$ cat src/rtl/wfpd_pkg.sv
// Shared types, widths and constants of the wall-follow PID drive unit.
package wfpd_pkg;

   localparam int MM_W        = 16;
   localparam int ERR_W       = 20;
   localparam int SUM_W       = 40;
   localparam int SPEED_W     = 32;
   localparam int GAIN_W      = 16;
   localparam int TERM_W      = 21;
   localparam int PROD_W      = GAIN_W + TERM_W;
   localparam int CSR_DATA_W  = 32;
   localparam int CSR_INDEX_W = 3;

   // The accumulated PID sum and its scaled magnitude.
   localparam int ACC_W       = 58;
   localparam int SCALE_SHIFT = 4;
   localparam int MAG_W       = 44;

   // Division by 625, one 11-bit quotient digit per two stages.
   localparam int DIGIT_W    = 11;
   localparam int NUM_DIGITS = MAG_W / DIGIT_W;
   localparam int REM_W      = 10;
   localparam int DIV_X_W    = REM_W + DIGIT_W;
   localparam int DIV_STAGES = 2 * NUM_DIGITS;
   localparam int DIVISOR    = 625;
   localparam int DIV_SHIFT  = 31;
   localparam int MAGIC_W    = 22;
   localparam logic [MAGIC_W-1:0] DIV_MAGIC = 22'd3435974;

   localparam logic [MM_W-1:0] OPEN_MM   = 16'd1000;
   localparam logic [MM_W-1:0] CLOSED_MM = 16'd0;

   localparam logic signed [GAIN_W-1:0]  GAIN_P_RESET     = 16'sd384;
   localparam logic signed [GAIN_W-1:0]  GAIN_I_RESET     = 16'sd3;
   localparam logic signed [GAIN_W-1:0]  GAIN_D_RESET     = 16'sd0;
   localparam logic signed [SPEED_W-1:0] BASE_SPEED_RESET = 32'sd131072;
   localparam logic [MM_W-1:0]           SIDE_OPEN_RESET  = 16'd400;
   localparam logic [MM_W-1:0]           FRONT_OPEN_RESET = 16'd900;
   localparam logic [MM_W-1:0]           SIDES_OPEN_RESET = 16'd500;

   typedef enum logic [CSR_INDEX_W-1:0] {
      CSR_GAIN_P        = 3'd0,
      CSR_GAIN_I        = 3'd1,
      CSR_GAIN_D        = 3'd2,
      CSR_BASE_SPEED    = 3'd3,
      CSR_SIDE_OPEN_MM  = 3'd4,
      CSR_FRONT_OPEN_MM = 3'd5,
      CSR_SIDES_OPEN_MM = 3'd6
   } csr_index_type;

   typedef struct packed {
      logic [MM_W-1:0] right_mm;
      logic [MM_W-1:0] front_right_mm;
      logic [MM_W-1:0] front_left_mm;
      logic [MM_W-1:0] left_mm;
   } req_word_type;

   typedef struct packed {
      logic signed [SPEED_W-1:0] right_speed;
      logic signed [SPEED_W-1:0] left_speed;
      logic signed [ERR_W-1:0]   steer_error;
   } rsp_word_type;

   // Travels with a word through the divider.
   typedef struct packed {
      logic                    neg;
      logic                    big;
      logic signed [ERR_W-1:0] steer_error;
   } div_tag_type;

endpackage

$ cat src/rtl/wfpd_div625.sv
// Pipelined division of the scaled drive magnitude by 625, one digit per stage pair.
module wfpd_div625 (
   input  logic                                clock,
   input  logic [wfpd_pkg::DIV_STAGES-1:0]     stage_en,
   input  logic [wfpd_pkg::MAG_W-1:0]          dividend,
   input  wfpd_pkg::div_tag_type               tag_in,
   output logic [wfpd_pkg::MAG_W-1:0]          quotient,
   output logic [wfpd_pkg::REM_W-1:0]          remainder,
   output wfpd_pkg::div_tag_type               tag_out
);
   import wfpd_pkg::*;

   localparam int PROD_X_W = DIV_X_W + MAGIC_W;

   logic [REM_W-1:0] rem_src  [NUM_DIGITS+1];
   logic [MAG_W-1:0] num_src  [NUM_DIGITS];
   logic [MAG_W-1:0] quot_src [NUM_DIGITS+1];
   div_tag_type      tag_src  [NUM_DIGITS+1];

   assign rem_src[0]  = '0;
   assign num_src[0]  = dividend;
   assign quot_src[0] = '0;
   assign tag_src[0]  = tag_in;

   for (genvar k = 0; k < NUM_DIGITS; k++) begin : g_digit
      logic [DIV_X_W-1:0]  x_in;
      logic [DIV_X_W-1:0]  x_ff;
      logic [PROD_X_W-1:0] recip_prod;
      logic [DIGIT_W-1:0]  q_in;
      logic [DIGIT_W-1:0]  q_ff;
      logic [MAG_W-1:0]    quot_a_ff;
      logic [MAG_W-1:0]    quot_b_ff;
      div_tag_type         tag_a_ff;
      div_tag_type         tag_b_ff;
      logic [DIV_X_W-1:0]  rem_in;
      logic [REM_W-1:0]    rem_ff;

      // The partial remainder is below 625, so x stays below 625 * 2^11 and the
      // reciprocal product gives the exact floor quotient digit.
      assign x_in       = {rem_src[k], num_src[k][MAG_W-1-k*DIGIT_W -: DIGIT_W]};
      assign recip_prod = PROD_X_W'(x_in) * PROD_X_W'(DIV_MAGIC);
      assign q_in       = recip_prod[DIV_SHIFT +: DIGIT_W];

      always_ff @(posedge clock) begin
         if (stage_en[2*k]) begin
            x_ff      <= x_in;
            q_ff      <= q_in;
            quot_a_ff <= quot_src[k];
            tag_a_ff  <= tag_src[k];
         end
      end

      assign rem_in = x_ff - DIV_X_W'(DIVISOR) * DIV_X_W'(q_ff);

      always_ff @(posedge clock) begin
         if (stage_en[2*k+1]) begin
            rem_ff    <= rem_in[REM_W-1:0];
            quot_b_ff <= {quot_a_ff[MAG_W-DIGIT_W-1:0], q_ff};
            tag_b_ff  <= tag_a_ff;
         end
      end

      assign rem_src[k+1]  = rem_ff;
      assign quot_src[k+1] = quot_b_ff;
      assign tag_src[k+1]  = tag_b_ff;

      if (k < NUM_DIGITS - 1) begin : g_carry
         logic [MAG_W-1:0] num_a_ff;
         logic [MAG_W-1:0] num_b_ff;

         always_ff @(posedge clock) begin
            if (stage_en[2*k]) begin
               num_a_ff <= num_src[k];
            end
            if (stage_en[2*k+1]) begin
               num_b_ff <= num_a_ff;
            end
         end

         assign num_src[k+1] = num_b_ff;
      end
   end

   assign quotient  = quot_src[NUM_DIGITS];
   assign remainder = rem_src[NUM_DIGITS];
   assign tag_out   = tag_src[NUM_DIGITS];

endmodule

$ cat config.mk
export PLATFORM = sky130hd
export DESIGN_NAME = wfpd_div625
export DESIGN_NICKNAME = d
export VERILOG_FILES = /design/src/rtl/wfpd_pkg.sv /design/src/rtl/wfpd_div625.sv
export SDC_FILE = /design/constraint.sdc
export NUM_CORES = 2
export LEC_CHECK = 0
export BUFFER_PORTS_ARGS = -buffer_cell sky130_fd_sc_hd__buf_2
export CAP_MARGIN = 30
export CORE_ASPECT_RATIO = 1.75
export CORE_MARGIN = 2
export CORE_UTILIZATION = 50
export CTS_BUF_LIST = sky130_fd_sc_hd__clkbuf_4 sky130_fd_sc_hd__clkbuf_8
export DETAILED_ROUTE_END_ITERATION = 8
export PLACE_DENSITY = 0.66
export SLEW_MARGIN = 20
export SYNTH_ARGS = -nofsm -noshare
export SYNTH_HDL_FRONTEND = slang
export SYNTH_SLANG_ARGS = --single-unit
$ cat constraint.sdc
create_clock -name clock -period 7.8 [get_ports clock]
set_clock_uncertainty 0.15 [all_clocks]
set_input_delay 1.56 -clock clock [delete_from_list [all_inputs] [get_ports clock]]
set_output_delay 1.56 -clock clock [all_outputs]
set_load 0.02 [all_outputs]
Yosys cells after proc, flatten, opt, wreduce, memory -nomap -nowiden
Cells that the tools add are included.
{"block": "word_totals", "inputBits": 75, "output_inout_bits": 76, "elab_cells": 61, "ff_bits": 608}
{"block": "op_classes", "mul": 8, "addsub": 4}
{"op": "multiplier 21 x 21 -> 41 bit (second input constant)", "n": 3}
{"op": "multiplier 10 x 11 -> 10 bit (first input constant)", "n": 4}
{"op": "subtractor 10 bit", "n": 4}
{"op": "multiplier 11 x 21 -> 32 bit (second input constant)", "n": 1}

Longest topological paths before layout
{"block": "depth", "depth_word": 2, "mapped_depth": 22, "depth_no_buf": 22}

Least setup slack after synthesis
OpenSTA, ideal clock, no wires.
{"block": "synth_timing", "path_kind": "reg2reg", "start": "register g_digit[1].g_carry.num_b_ff[19]", "end": "register g_digit[2].q_ff[1], data pin", "arrival_ns": 5.754, "path_buffers": 1, "path_slack_ns": 1.636, "required_ns": 7.390, "period_less_slack_ns": 6.164, "path_stages_with_launch": 23, "path_cell_list": "edfxtp_1 -> ha_1 -> clkbuf_1 -> xor2_1 -> ha_1 -> a21oi_1 -> fa_1 -> inv_1 -> fa_1 -> fa_1 -> fa_1 -> inv_1 -> fa_1 -> inv_1 -> ha_1 -> a21o_1 -> a21o_1 -> a21o_1 -> a21o_1 -> a21o_1 -> a211o_1 -> a221oi_2 -> xnor2_1"}
{"block": "synth_between", "elab_chain_cells": 1}
{"element": "start: declaration", "line": "wfpd_div625.sv:69", "rtl": "logic [MAG_W-1:0] num_b_ff;"}
{"element": "start signal: assignment", "line": "wfpd_div625.sv:76", "rtl": "num_b_ff <= num_a_ff;"}
{"element": "multiplier 21 x 21 -> 41 bit", "line": "wfpd_div625.sv:41", "rtl": "assign recip_prod = PROD_X_W'(x_in) * PROD_X_W'(DIV_MAGIC);"}
{"element": "via g_digit[2].recip_prod[32]", "line": "wfpd_div625.sv:28", "rtl": "logic [PROD_X_W-1:0] recip_prod;"}
{"element": "end signal: assignment", "line": "wfpd_div625.sv:47", "rtl": "q_ff <= q_in;"}
{"element": "end: declaration", "line": "wfpd_div625.sv:30", "rtl": "logic [DIGIT_W-1:0] q_ff;"}
The timed path passes the listed nets, and every way through them passes these cells.
A chain may end at the register's enable or synchronous reset.

Worst setup path after layout
{"block": "layout_timing", "start": "register g_digit[1].g_carry.num_b_ff[19]", "end": "register g_digit[2].q_ff[7], data pin"}
Same word-level chain as after synthesis.

==> results_dict.tcl <==
set metrics [dict create \
    result_of_the_run "finished, final reports clean" \
    design.die.area_um2 92300 \
    final_critical_delay_including_setup_and_external_delays_ns 7.17 \
    syn_inst 3470 \
    setup_repair_after_global_routing_missed_its_margin "false" \
    post_synth_num_cell_types 63 \
    crit_path_max_fanout 6 \
    clk_pin_slew_worst_paths_ns 0.06 \
    final_net_count 5113 \
    post_drt_wl_per_cell_um 21.5 \
    finalSetupTns_ns 0 \
    placed_cells 4796 \
    tritoncts "built" \
    worstSkewPairLatency_ns 0.78 \
    cts-htree-levels 3 \
    timing.final.setup_violations 0 \
    setup_slack_on_the_worst_flop_to_flop_path_ns 0.63 \
    port_buffer_count 141 \
    grt_pass1_wl_mm 165 \
    die_h_um 400 \
    layout_setup_ws_ns 0.628 \
    final_cell_mix "918 x sky130_fd_sc_hd__inv_1, 770 x sky130_fd_sc_hd__ha_1, 564 x sky130_fd_sc_hd__fa_1" \
    final_hold_viol_count 0 \
    regToRegStartpoint "g_digit[1].g_carry.num_b_ff[19]" \
    cp-start-kind "flop" \
    final_common_cell "sky130_fd_sc_hd__inv_1" \
    mappedNetlistArea_um2 44900 \
    synth_enable_flop_cells 536 \
    global_route.usage.total 0.243 \
    first_pass_iters 5 \
    preCtsSetupSlack_ns 0.677 \
    worstPathRequired_ns 8.14 \
    finalCritPeriodShare 0.919 \
    num_vias 25500 \
    number_of_global_route_vias_before_repair 29100 \
    grt_antenna_before_repair 3 \
    clock_tree.root_cell "sky130_fd_sc_hd__clkbuf_8" \
    timing.critical_path.to_type "flop" \
    clock.fmax_mhz 139 \
    cap_violations 0 \
    hpwlAfterDp_mm 90.2 \
    drt_iter0_markers 1210 \
    core_area_um2 89100 \
    routed_wl_mm 106 \
    ctsResizeCount 0 \
    layout-area-overhead-vs-synth_pct 8.83 \
    timing_worst_setup_path_type "reg2reg" \
    syn_area_per_cell_um2 12.9 \
    hold-path-endpoint "g_digit[2].quot_a_ff[9]" \
    finish.cell_count_without_fillers 4947 \
    cts-root-to-sink-buffers 3 \
    initial_core_util 0.504 \
    cts_made_buffers 82 \
    timing.max_slew.rel_slack 0.326 \
    synth_sequential_area_ratio 0.359 \
    grt.overflow.total 0 \
    yosysWarnings 0 \
    pin_count_of_the_biggest_net_entering_global_routing 68 \
    holdCritStartpoint "g_digit[1].quot_b_ff[9]" \
    post-cts-setup-buffer-count 0 \
    num_io_pins 151 \
    yosysTopAreaCell "sky130_fd_sc_hd__edfxtp_1" \
    drc 0 \
    globalplace.congestion 0.990 \
    fp.dieW_um 230 \
    worst-endpoint-arrival_ns 7.51 \
    maxSlewViolCount 0 \
    antenna_left 0 \
    async_flop_share 0 \
    routed_via_density 5.15 \
    crit-reg2reg-capture "g_digit[2].q_ff[7]" \
    ys_seq_elements 536 \
    worstHoldPathCells 0 \
    min_path_type "reg2reg" \
    placement_rows 145 \
    post_cts_hold_buffer_count 0 \
    clock_sinks 536 \
    drive_gt1_frac 0.0793 \
    synth_largest_type_area_fraction 0.359 \
    worst-slew-pin-transition_ns 0.997 \
    synthFlopType "sky130_fd_sc_hd__edfxtp_1" \
    top_cells_by_area_synth "sky130_fd_sc_hd__edfxtp_1 36%, sky130_fd_sc_hd__fa_1 25%, sky130_fd_sc_hd__ha_1 21%" \
    rr_worst_depth 21 \
]
==> Yosys cell counts, types with 5 or more instances <==
library cell,count
sky130_fd_sc_hd__a221oi_1,6
sky130_fd_sc_hd__nor2_1,53
sky130_fd_sc_hd__o21ai_1,8
sky130_fd_sc_hd__a211oi_1,10
sky130_fd_sc_hd__o21ai_0,30
sky130_fd_sc_hd__xor2_1,56
sky130_fd_sc_hd__o211ai_1,9
sky130_fd_sc_hd__nand4_1,14
sky130_fd_sc_hd__xnor2_1,95
sky130_fd_sc_hd__o21a_1,8
sky130_fd_sc_hd__nand2b_1,19
sky130_fd_sc_hd__ha_1,770
sky130_fd_sc_hd__inv_1,918
sky130_fd_sc_hd__buf_4,9
sky130_fd_sc_hd__nand3_1,20
sky130_fd_sc_hd__a21oi_1,94
sky130_fd_sc_hd__nor3_1,14
sky130_fd_sc_hd__and2_1,18
sky130_fd_sc_hd__nand2_1,68
sky130_fd_sc_hd__or3_1,6
sky130_fd_sc_hd__nand3b_1,6
sky130_fd_sc_hd__a31oi_1,5
sky130_fd_sc_hd__edfxtp_1,536
sky130_fd_sc_hd__a21o_1,48
sky130_fd_sc_hd__o21bai_1,10
sky130_fd_sc_hd__and3_1,9
sky130_fd_sc_hd__nor2b_1,8
sky130_fd_sc_hd__fa_1,564
==> registers in the layout, summed over array words and instances (netlist names), 35 cells and up <==
name,flops
g_digit.g_carry.num_a_ff,66
g_digit.g_carry.num_b_ff,66
g_digit.q_ff,35
g_digit.quot_a_ff,39
g_digit.quot_b_ff,39
g_digit.tag_a_ff,88
g_digit.tag_b_ff,66
g_digit.x_ff,40
quotient,35
==> stage by stage <==
step	area [µm²]	hold WS (ns)	utilization
floorplan	44900	0.250	-
global placement	47100	0.250	0.529
detailed placement	47100	0.255	0.529
CTS	48800	0.189	0.548
global route	48800	0.206	0.548
finish	48800	0.209	0.548
==> final cells by class <==
type                    count  area (µm²)
multi-input cells        2014       25300
clock buffers              99        1260
fillers                  7580       40200
flip-flops and latches    536       16100
diodes                      2        5.00
repair buffers            152         808
inverters                 918        3450
well taps                1176        1470
clock inverters            50         463
==> layer usage <==
metal,global-route usage,up-vias,wire (µm),part of all wire
li1,-,11800,-,-
met1,0.246,12800,36400,0.34
met2,0.463,544,59000,0.55
met3,0.0315,267,3670,0.034
met4,0.153,0,7430,0.070
met5,0,-,0,0
==> logic make-up (layout without fill, tap and decap cells) <==
group / count (synthesis) / count (layout) / synth area share
multiplexers: 1 / 1 / 0.000223
other: 1 / 11 / 0.0000835
buffers and inverters: 928 / 1219 / 0.0784
AND/OR/NAND/NOR: 251 / 251 / 0.0279
AO/OA/AOI/OAI: 268 / 268 / 0.0392
XOR/XNOR: 151 / 151 / 0.0295
adder cells (fa/ha/maj): 1334 / 1334 / 0.466
flip-flops: 536 / 536 / 0.359
==> critical path: stages (launching register included) <==
cell and delay [ns]:
sky130_fd_sc_hd__edfxtp_1 0.54, sky130_fd_sc_hd__ha_1 0.52, sky130_fd_sc_hd__xor2_1 0.49, sky130_fd_sc_hd__ha_1 0.23, sky130_fd_sc_hd__a21oi_1 0.05, sky130_fd_sc_hd__fa_1 0.56, sky130_fd_sc_hd__fa_1 0.56, sky130_fd_sc_hd__inv_1 0.05
sky130_fd_sc_hd__fa_1 0.39, sky130_fd_sc_hd__fa_1 0.52, sky130_fd_sc_hd__inv_1 0.06, sky130_fd_sc_hd__fa_1 0.50, sky130_fd_sc_hd__inv_1 0.04, sky130_fd_sc_hd__ha_1 0.35, sky130_fd_sc_hd__o21a_1 0.13, sky130_fd_sc_hd__o2111ai_1 0.11
sky130_fd_sc_hd__a311o_1 0.36, sky130_fd_sc_hd__a211oi_2 0.58, sky130_fd_sc_hd__o21ai_1 0.22, sky130_fd_sc_hd__o21bai_1 0.28, sky130_fd_sc_hd__a21oi_2 0.10, sky130_fd_sc_hd__xnor2_1 0.12
==> how the worst max path moves through the flow <==
stage	endpoint	start	cells after the start
6_report	g_digit[2].q_ff[7]	g_digit[1].g_carry.num_b_ff[19]	21
4_1_cts	g_digit[3].q_ff[10]	g_digit[2].g_carry.num_b_ff[8]	21
2_1_floorplan	g_digit[2].q_ff[1]	g_digit[1].g_carry.num_b_ff[19]	22
3_3_place_gp	g_digit[3].q_ff[9]	g_digit[2].g_carry.num_b_ff[8]	21
5_1_grt	g_digit[3].q_ff[9]	g_digit[2].g_carry.num_b_ff[8]	21
3_5_place_dp	g_digit[3].q_ff[10]	g_digit[2].g_carry.num_b_ff[8]	21
Power is left out: the tool's default activity adds up to more than one toggle a clock period on the data nets, which glitch-free logic cannot reach.
