`config.mk`:
```
export PLATFORM = sky130hd
export DESIGN_NAME = wfpd_term_lane
export DESIGN_NICKNAME = d
export VERILOG_FILES = /design/src/rtl/wfpd_pkg.sv /design/src/rtl/wfpd_term_lane.sv
export SDC_FILE = /design/constraint.sdc
export NUM_CORES = 1
export LEC_CHECK = 0
export BUFFER_PORTS_ARGS = -buffer_cell sky130_fd_sc_hd__buf_2
export CORE_UTILIZATION = 41
export DETAILED_ROUTE_END_ITERATION = 6
export SETUP_SLACK_MARGIN = 0.5
export SLEW_MARGIN = 20
export SYNTH_ARGS = -nofsm -noshare
export SYNTH_HDL_FRONTEND = slang
export SYNTH_SLANG_ARGS = --single-unit
```
`constraint.sdc`:
```
create_clock -name clock -period 6.8 [get_ports clock]
set_input_delay 0 -clock clock [delete_from_list [all_inputs] [get_ports clock]]
set_output_delay 0 -clock clock [all_outputs]
set_load 0.01 [all_outputs]
```
`src/rtl/wfpd_pkg.sv`:
```
// Shared types, widths and constants of the wall-follow PID drive unit.
package wfpd_pkg;

   localparam int MM_W        = 16;
   localparam int ERR_W       = 20;
   localparam int SUM_W       = 40;
   localparam int SPEED_W     = 32;
   localparam int GAIN_W      = 16;
   localparam int TERM_W      = 21;
   localparam int PROD_W      = GAIN_W + TERM_W;
   localparam int CSR_DATA_W  = 32;
   localparam int CSR_INDEX_W = 3;

   // The accumulated PID sum and its scaled magnitude.
   localparam int ACC_W       = 58;
   localparam int SCALE_SHIFT = 4;
   localparam int MAG_W       = 44;

   // Division by 625, one 11-bit quotient digit per two stages.
   localparam int DIGIT_W    = 11;
   localparam int NUM_DIGITS = MAG_W / DIGIT_W;
   localparam int REM_W      = 10;
   localparam int DIV_X_W    = REM_W + DIGIT_W;
   localparam int DIV_STAGES = 2 * NUM_DIGITS;
   localparam int DIVISOR    = 625;
   localparam int DIV_SHIFT  = 31;
   localparam int MAGIC_W    = 22;
   localparam logic [MAGIC_W-1:0] DIV_MAGIC = 22'd3435974;

   localparam logic [MM_W-1:0] OPEN_MM   = 16'd1000;
   localparam logic [MM_W-1:0] CLOSED_MM = 16'd0;

   localparam logic signed [GAIN_W-1:0]  GAIN_P_RESET     = 16'sd384;
   localparam logic signed [GAIN_W-1:0]  GAIN_I_RESET     = 16'sd3;
   localparam logic signed [GAIN_W-1:0]  GAIN_D_RESET     = 16'sd0;
   localparam logic signed [SPEED_W-1:0] BASE_SPEED_RESET = 32'sd131072;
   localparam logic [MM_W-1:0]           SIDE_OPEN_RESET  = 16'd400;
   localparam logic [MM_W-1:0]           FRONT_OPEN_RESET = 16'd900;
   localparam logic [MM_W-1:0]           SIDES_OPEN_RESET = 16'd500;

   typedef enum logic [CSR_INDEX_W-1:0] {
      CSR_GAIN_P        = 3'd0,
      CSR_GAIN_I        = 3'd1,
      CSR_GAIN_D        = 3'd2,
      CSR_BASE_SPEED    = 3'd3,
      CSR_SIDE_OPEN_MM  = 3'd4,
      CSR_FRONT_OPEN_MM = 3'd5,
      CSR_SIDES_OPEN_MM = 3'd6
   } csr_index_type;

   typedef struct packed {
      logic [MM_W-1:0] right_mm;
      logic [MM_W-1:0] front_right_mm;
      logic [MM_W-1:0] front_left_mm;
      logic [MM_W-1:0] left_mm;
   } req_word_type;

   typedef struct packed {
      logic signed [SPEED_W-1:0] right_speed;
      logic signed [SPEED_W-1:0] left_speed;
      logic signed [ERR_W-1:0]   steer_error;
   } rsp_word_type;

   // Travels with a word through the divider.
   typedef struct packed {
      logic                    neg;
      logic                    big;
      logic signed [ERR_W-1:0] steer_error;
   } div_tag_type;

endpackage

```
`src/rtl/wfpd_term_lane.sv`:
```
// One PID term lane: a registered signed gain-by-term product.
module wfpd_term_lane (
   input  logic                                    clock,
   input  logic                                    load,
   input  logic signed [wfpd_pkg::GAIN_W-1:0]      gain,
   input  logic signed [wfpd_pkg::TERM_W-1:0]      term,
   output logic signed [wfpd_pkg::PROD_W-1:0]      product_ff
);
   import wfpd_pkg::*;

   logic signed [PROD_W-1:0] product_in;

   assign product_in = PROD_W'(gain) * PROD_W'(term);

   always_ff @(posedge clock) begin
      if (load) begin
         product_ff <= product_in;
      end
   end

endmodule

```
Yosys cells after proc, flatten, opt, wreduce, memory -nomap -nowiden
Index checks and enable logic that the tools add are counted.

word-level totals
  memories kept = 0
  ROM bits = 0
  latch bits = 0
  flip-flop bits (word level) = 37
  input bits = 39
  bits in writable memories = 0
  output and inout bits = 37
  word-level logic and storage cells = 2

cells by class
  mux-type cells = 0
  $mul = 1
  equality and inequality tests = 0
  magnitude comparators = 0
  reduce and logical (&&, ||, !) cells = 0
  bitwise logic cells = 0
  shifts and indexed selects = 0
  div/mod/pow operators = 0
  $add $sub $neg = 0

operators by type and width
  kind              number
  $mul A16 B21 Y37  1

Logic depth before layout (Yosys ltp)
Gate-level depths: netlist (run 1).

  depth in word-level cells = 1
  mapped depth = 24
  gate-level depth less buffers = 23

Least setup slack after synthesis (run 1)
OpenSTA, ideal clock, no wires.

  path kind = input port to flip-flop
  from = input gain[1] (netlist bit)
  to = register product_ff[35] (netlist bit), data pin
  data required time = 6.538 ns
  setup time = 0.262 ns
  path buffers = 1
  data arrival time = 5.443 ns
  setup slack = 1.095 ns
  stages = 23
  path through = clkbuf_1 -> nand2_1 -> fa_1 -> inv_1 -> fa_1 -> inv_1 -> fa_1 -> inv_1 -> fa_1 -> fa_1 -> inv_1 -> fa_1 -> inv_1 -> ha_1 -> a211oi_1 -> o21ai_0 -> a21oi_1 -> o21ai_4 -> a211oi_2 -> o31ai_4 -> a311oi_1 -> o21bai_1 -> xor2_1

between the ends
  word-level cells in the longest chain between the ends = 1

RTL lines
  element                   RTL line              text
  start: declaration        wfpd_term_lane.sv:5   input logic signed [wfpd_pkg::GAIN_W-1:0] gain,
  $mul A16 B21 Y37          wfpd_term_lane.sv:13  assign product_in = PROD_W'(gain) * PROD_W'(term);
  named net product_in[35]  wfpd_term_lane.sv:11  logic signed [PROD_W-1:0] product_in;
  end signal: assignment    wfpd_term_lane.sv:17  product_ff <= product_in;
  end: declaration          wfpd_term_lane.sv:7   output logic signed [wfpd_pkg::PROD_W-1:0] product_ff

The timed path passes the listed nets, and every way through them passes these cells.
A chain may end at the register's enable or synchronous reset.

Worst setup path in the final report (run 1)
  from = input gain[15] (netlist bit)
  to = register product_ff[36] (netlist bit), data pin

Same word-level chain as after synthesis.

==> results of run 1 <==
==> worst paths after layout <==
path / to / depth (start not counted)
hold / removal: product_ff[0] / 2
setup / recovery: product_ff[36] / 22
==> Yosys cell counts, drive strengths merged, types with 2 or more instances <==
| master | n |
|---|---|
| a211oi | 3 |
| a21boi | 2 |
| a21o | 9 |
| a21oi | 30 |
| a31oi | 5 |
| a41oi | 2 |
| and2 | 130 |
| and3 | 6 |
| and4 | 2 |
| clkbuf | 51 |
| edfxtp | 37 |
| fa | 332 |
| ha | 92 |
| inv | 414 |
| nand2 | 196 |
| nand2b | 7 |
| nand3 | 5 |
| nor2 | 30 |
| nor2b | 3 |
| nor3 | 5 |
| o211ai | 2 |
| o21a | 5 |
| o21ai | 16 |
| o21bai | 4 |
| o31ai | 2 |
| xnor2 | 27 |
| xor2 | 12 |
==> critical path: cells and delay by family <==
family                   cells  cell delay (ns)
AND/OR/NAND/NOR              1             0.14
AO/OA/AOI/OAI                8             1.78
XOR/XNOR                     1             0.08
buffers and inverters        5             0.84
adder cells (fa/ha/maj)      7             3.20
==> per-layer routing <==
layer  wire [um]  vias to the layer above  GRT usage  part of all wire
met5           0                        -          0                 0
met4         595                        0     0.0433             0.019
met3        1690                       34     0.0324             0.053
met2       16800                      227      0.371              0.52
met1       13100                     4893      0.270              0.41
li1            -                     4224          -                 -
==> logic make-up after synthesis <==
family,synth area share
AO/OA/AOI/OAI,0.0458
XOR/XNOR,0.0253
adder cells (fa/ha/maj),0.578
buffers and inverters,0.130
flip-flops,0.0824
multiplexers,0.000742
AND/OR/NAND/NOR,0.138
==> through the flow <==
step,instances,setup slack [ns]
after detailed placement,1917,0.422
after global placement,1917,0.499
final,1924,0.779
after floorplan,1444,1.09
after CTS,1924,0.728
after global routing,1924,0.505
==> final cells by class <==
type	count	area (um2)	share of cell area
Sequential cell	37	1110	0.0770
Inverter	415	1560	0.108
Multi-Input combinational cell	940	10600	0.737
Tap cell	442	553	0.0383
Clock inverter	2	11.3	0.000780
Timing Repair Buffer	83	440	0.0305
Clock buffer	5	125	0.00867
==> key figures, run 1 <==
Logic synthesis
  • Area fraction of the dominant cell type after synthesis: 0.493
  • Register area share after synthesis: 0.0824
  • Synth area leader: fa_1
  • Most area-consuming cells after synthesis: fa_1 (49%), inv_1 (12%), ha_1 (8.5%)
  • Avg Inst Size Synth: 9.34 um2
  • Yosys cell types: 51
  • Mapped cell area: 13,500 um2
  • Ys async rst share: 0
  • Yosys Warn Count: 0
  • Top FF cell, synth: edfxtp_1
  • Mapped Cells: 1,444
  • Synth Register Bits: 37
  • Synthesized Nets: 1,907
  • Post-synth EDFFs: 37

Critical path
  • Crit. End Element: flop
  • Critical path type: in2reg
  • CP dominant cell by count: fa_1
  • Critical Path RT: 6.85 ns
  • CP Launch Point: gain[15]
  • CP Max Fanout: 10
  • Startpoint class of the critical path: input port
  • Critical Path AT: 6.07 ns
  • Critical path's slowest cell: fa_1
  • Crit-path max cell delay: 0.54 ns
  • Critical-path cell list: buf_2 > clkinv_1 > buf_4 > nor2_1 > fa_1 > fa_1 > fa_1 > fa_1 > fa_1 > inv_1 > fa_1 > inv_1 > ha_1 > a21o_1 > a21oi_1 > o21ai_1 > o311ai_1 > a31oi_2 > a31o_2 > a221o_1 > a21oi_1 > xnor2_1

Global route
  • Initial antenna violation count: 0
  • Vias in the first global route: 10,300
  • Grt ovf: 0
  • All-layer global routing usage: 0.209
  • Pin count of the biggest net entering global routing: 38
  • First-pass GRT wire length: 54.3 mm

Timing
  • Final setup TNS: 0 ns
  • Final hold vios: 0
  • Minimum clock period: 6.02 ns
  • Worst rel slew slack: 0.394
  • RSZ-0062 raised after global routing: false
  • F_max: 166 MHz
  • Final setup viols: 0
  • Fin. max-slew vios: 0
  • Final hold slack: 0.295 ns
  • Final period util: 0.885
  • Actual slew at the worst max-slew pin: 0.909 ns

CTS
  • CTS tree: yes
  • Cts bufs inserted: 5
  • Clock slew at reported path FFs: 0.06 ns
  • CTS Root Cell: clkbuf_16
  • Total setup buffers inserted after CTS: 0
  • TritonCTS Sinks: 37
  • Clk buf depth: 2
  • Post-CTS Hold Fix Bufs: 0
  • H-tree levels: 2
  • Post-CTS Resized: 0

Drt
  • Routed WL: 32.1 mm
  • Vias per std cell: 4.87
  • Detail Route Antenna Nets: 0
  • Routed len/inst: 16.7 um
  • DR vias: 9,378
  • Iteration-0 DRC Markers: 496
  • DR DRC count: 0
  • TritonRoute pass-1 iters: 5

Die
  • Initial Util: 0.416
  • Die height: 183 um
  • Die width: 183 um
  • Die area: 33,600 um2
  • I/O pin cnt: 76
  • Core area: 32,500 um2
  • FP Rows: 66

Final layout
  • Fill cells: 3,148
  • Biggest register: product_ff
  • Share of cells above drive strength 1: 0.0668
  • Commonest non-fill, non-tap cell in the layout: inv_1
  • Biggest regs: product_ff: 37 flops
  • Final instance area: 14,400 um2
  • Utilization of the core after routing: 0.445
  • Area added between synthesis and finish: 6.98%
  • Largest register FFs: 37
  • Final nets: 1,945
  • Most frequent cells in the layout: inv_1 (414), fa_1 (332), nand2_1 (196)
  • # diodes: 0

Min path
  • Worst Hold Class: in2reg
  • Hold Crit Start: term[0]

Run
  • Maxcap violations: 0

Placement
  • Final RePlAce weighted congestion: 0.851
  • Post-placement cell area: 14,300 um2
  • Detailed Place HPWL: 26.7 mm
  • PortBufs: 75

Run status
  • Outcome: complete, no violations
Power of run 1 is left out: the tool's default activity adds up to more than one toggle a clock period on the data nets, which glitch-free logic cannot reach.
==> run 2, diff against run 1 <==
--- a/config.mk
+++ b/config.mk
@@ -6,8 +6,9 @@
 export NUM_CORES = 1
 export LEC_CHECK = 0
 export BUFFER_PORTS_ARGS = -buffer_cell sky130_fd_sc_hd__buf_2
-export CORE_UTILIZATION = 41
+export CORE_UTILIZATION = 65
 export DETAILED_ROUTE_END_ITERATION = 6
+export PLACE_DENSITY = 0.84
 export SETUP_SLACK_MARGIN = 0.5
 export SLEW_MARGIN = 20
 export SYNTH_ARGS = -nofsm -noshare
==> run 2 against run 1 <==
Effect of this change:
- fmax is 0.90% lower
- largest cell class unchanged
- via count is 3.8% higher
- critical path depth is 1 higher
- design area is 1.4% lower
- final cell count is 8.9% lower
- highest routed layer unchanged
- die area is 37% lower
- non-clock buffer count is 2 lower
==> key figures, run 2 (synthesis gave the netlist of run 1 again) <==
Run status
  • Outcome: complete, no violations (unchanged)

Global route
  • Pin count of the biggest net entering global routing: 38 (unchanged)
  • Vias in the first global route: 10,900 (was 10,300)
  • First-pass GRT wire length: 52.4 mm (was 54.3 mm)
  • All-layer global routing usage: 0.317 (was 0.209)
  • Initial antenna violation count: 1 (was 0)
  • Grt ovf: 0 (unchanged)

CTS
  • Clock slew at reported path FFs: 0.06 ns (about the same)
  • Cts bufs inserted: 5 (unchanged)
  • CTS tree: yes (unchanged)
  • Clk buf depth: 2 (unchanged)
  • H-tree levels: 2 (unchanged)
  • CTS Root Cell: clkbuf_16 (unchanged)
  • TritonCTS Sinks: 37 (unchanged)
  • Total setup buffers inserted after CTS: 0 (unchanged)

Timing
  • F_max: 165 MHz (was 166 MHz)
  • Final hold vios: 0 (unchanged)
  • Fin. max-slew vios: 0 (unchanged)
  • RSZ-0062 raised after global routing: false (unchanged)
  • Minimum clock period: 6.08 ns (was 6.02 ns)
  • Worst rel slew slack: 0.433 (was 0.394)
  • Final setup viols: 0 (unchanged)
  • Final period util: 0.894 (was 0.885)
  • Actual slew at the worst max-slew pin: 0.850 ns (was 0.909 ns)
  • Final setup TNS: 0 ns (unchanged)

Die
  • Initial Util: 0.665 (was 0.416)
  • Die height: 146 um (was 183 um)
  • Core area: 20,300 um2 (was 32,500 um2)
  • Die area: 21,300 um2 (was 33,600 um2)
  • Die width: 146 um (was 183 um)
  • FP Rows: 52 (was 66)
  • I/O pin cnt: 76 (unchanged)

Critical path
  • Critical Path AT: 6.11 ns (was 6.07 ns)
  • Crit. End Element: flop (unchanged)
  • Critical Path RT: 6.84 ns (was 6.85 ns)
  • Startpoint class of the critical path: input port (unchanged)
  • CP Max Fanout: 21 (was 10)
  • Critical path type: in2reg (unchanged)

Placement
  • PortBufs: 75 (unchanged)
  • Detailed Place HPWL: 25.7 mm (was 26.7 mm)
  • Final RePlAce weighted congestion: 0.886 (was 0.851)

Final layout
  • Largest register FFs: 37 (unchanged)
  • Commonest non-fill, non-tap cell in the layout: inv_1 (unchanged)
  • Share of cells above drive strength 1: 0.0675 (was 0.0668)
  • Fill cells: 1,539 (was 3,148)
  • Final nets: 1,943 (was 1,945)
  • Biggest regs: product_ff: 37 flops (unchanged)
  • Biggest register: product_ff (unchanged)
  • Area added between synthesis and finish: 5.51% (was 6.98%)
  • Most frequent cells in the layout: inv_1 (414), fa_1 (332), nand2_1 (196) (unchanged)

Drt
  • Iteration-0 DRC Markers: 561 (was 496)
  • TritonRoute pass-1 iters: 5 (unchanged)
  • Vias per std cell: 5.55 (was 4.87)
  • DR vias: 9,732 (was 9,378)
  • DR DRC count: 0 (unchanged)
  • Routed len/inst: 18.1 um (was 16.7 um)
  • Detail Route Antenna Nets: 0 (unchanged)
  • Routed WL: 31.7 mm (was 32.1 mm)

Min path
  • Min-Delay Path Depth: 2 (unchanged)
  • Worst Hold Endpoint: product_ff[0] (unchanged)
  • Worst Hold Class: in2reg (unchanged)
  • Hold Crit Start: gain[0] (was term[0])

Run
  • Maxcap violations: 0 (unchanged)
[run 2: changes by cell type in the layout (fill, tap and decap cells not counted), sizes merged]
| cell | previous run | this run |
|---|---|---|
| buf | 81 | 80 |
| bufinv | 0 | 1 |
| clkbuf | 7 | 6 |
| clkinv | 2 | 1 |
| clkinvlp | 1 | 2 |
| diode | 0 | 1 |
[run 2: what timing repair did]
action	CTS	global route
setup endpoints to repair	0	4
gates resized for setup	0	2
hold buffers	0	0
[run 2: worst max-delay path, stage by stage]
cell and delay (ns):
buf_2 0.34, nand2_1 0.14, fa_1 0.55, inv_1 0.06, fa_1 0.54, inv_1 0.06, fa_1 0.49, inv_1 0.05
fa_1 0.44, fa_1 0.52, inv_1 0.05, fa_1 0.50, inv_1 0.05, ha_1 0.33, a211oi_1 0.24, o21ai_0 0.13
a21oi_1 0.30, o21ai_4 0.14, a211oi_2 0.40, o31ai_4 0.15, a311oi_1 0.32, o21bai_1 0.14, xor2_1 0.15
[run 2: how the worst max path moves through the flow]
stage                  start        endpoint  slack [ns]  cells after the start
floorplan            gain[1]  product_ff[35]        1.09                     23
global placement    gain[15]  product_ff[35]        0.52                     21
detailed placement  gain[15]  product_ff[35]        0.35                     21
CTS                 gain[15]  product_ff[35]        0.66                     21
global route         gain[1]  product_ff[36]        0.51                     19
finish               gain[1]  product_ff[35]        0.72                     23
[run 2: through the flow]
| step | area [um2] | setup slack, ns | util | hold WS [ns] | std cells |
|---|---|---|---|---|---|
| CTS | 14200 | 0.656 | 0.701 | 0.289 | 1751 |
| finish | 14200 | 0.724 | 0.701 | 0.303 | 1752 |
| global route | 14200 | 0.509 | 0.701 | 0.318 | 1752 |
| floorplan | 13500 | 1.09 | - | 0.112 | 1444 |
| global placement | 14100 | 0.518 | 0.692 | 0.407 | 1743 |
| detailed placement | 14100 | 0.351 | 0.692 | 0.408 | 1743 |
[run 2: routing by layer]
metal	vias to the layer above	routed length, um	global-route usage
met5	-	0	0
met4	0	1620	0.147
met3	116	2410	0.0481
met2	463	16800	0.567
met1	4930	10800	0.379
li1	4223	-	-
[run 2: area by class of cell]
| class | count | area, um2 | share of cell area |
|---|---|---|---|
| Clock buffer | 5 | 125 | 0.00879 |
| Antenna cell | 1 | 2.50 | 0.000176 |
| Inverter | 415 | 1560 | 0.110 |
| Timing Repair Buffer | 81 | 423 | 0.0297 |
| Tap cell | 270 | 338 | 0.0237 |
| Clock inverter | 3 | 46.3 | 0.00325 |
| Sequential cell | 37 | 1110 | 0.0781 |
| Multi-Input combinational cell | 940 | 10600 | 0.747 |
Power of run 2 is left out for the same reason.
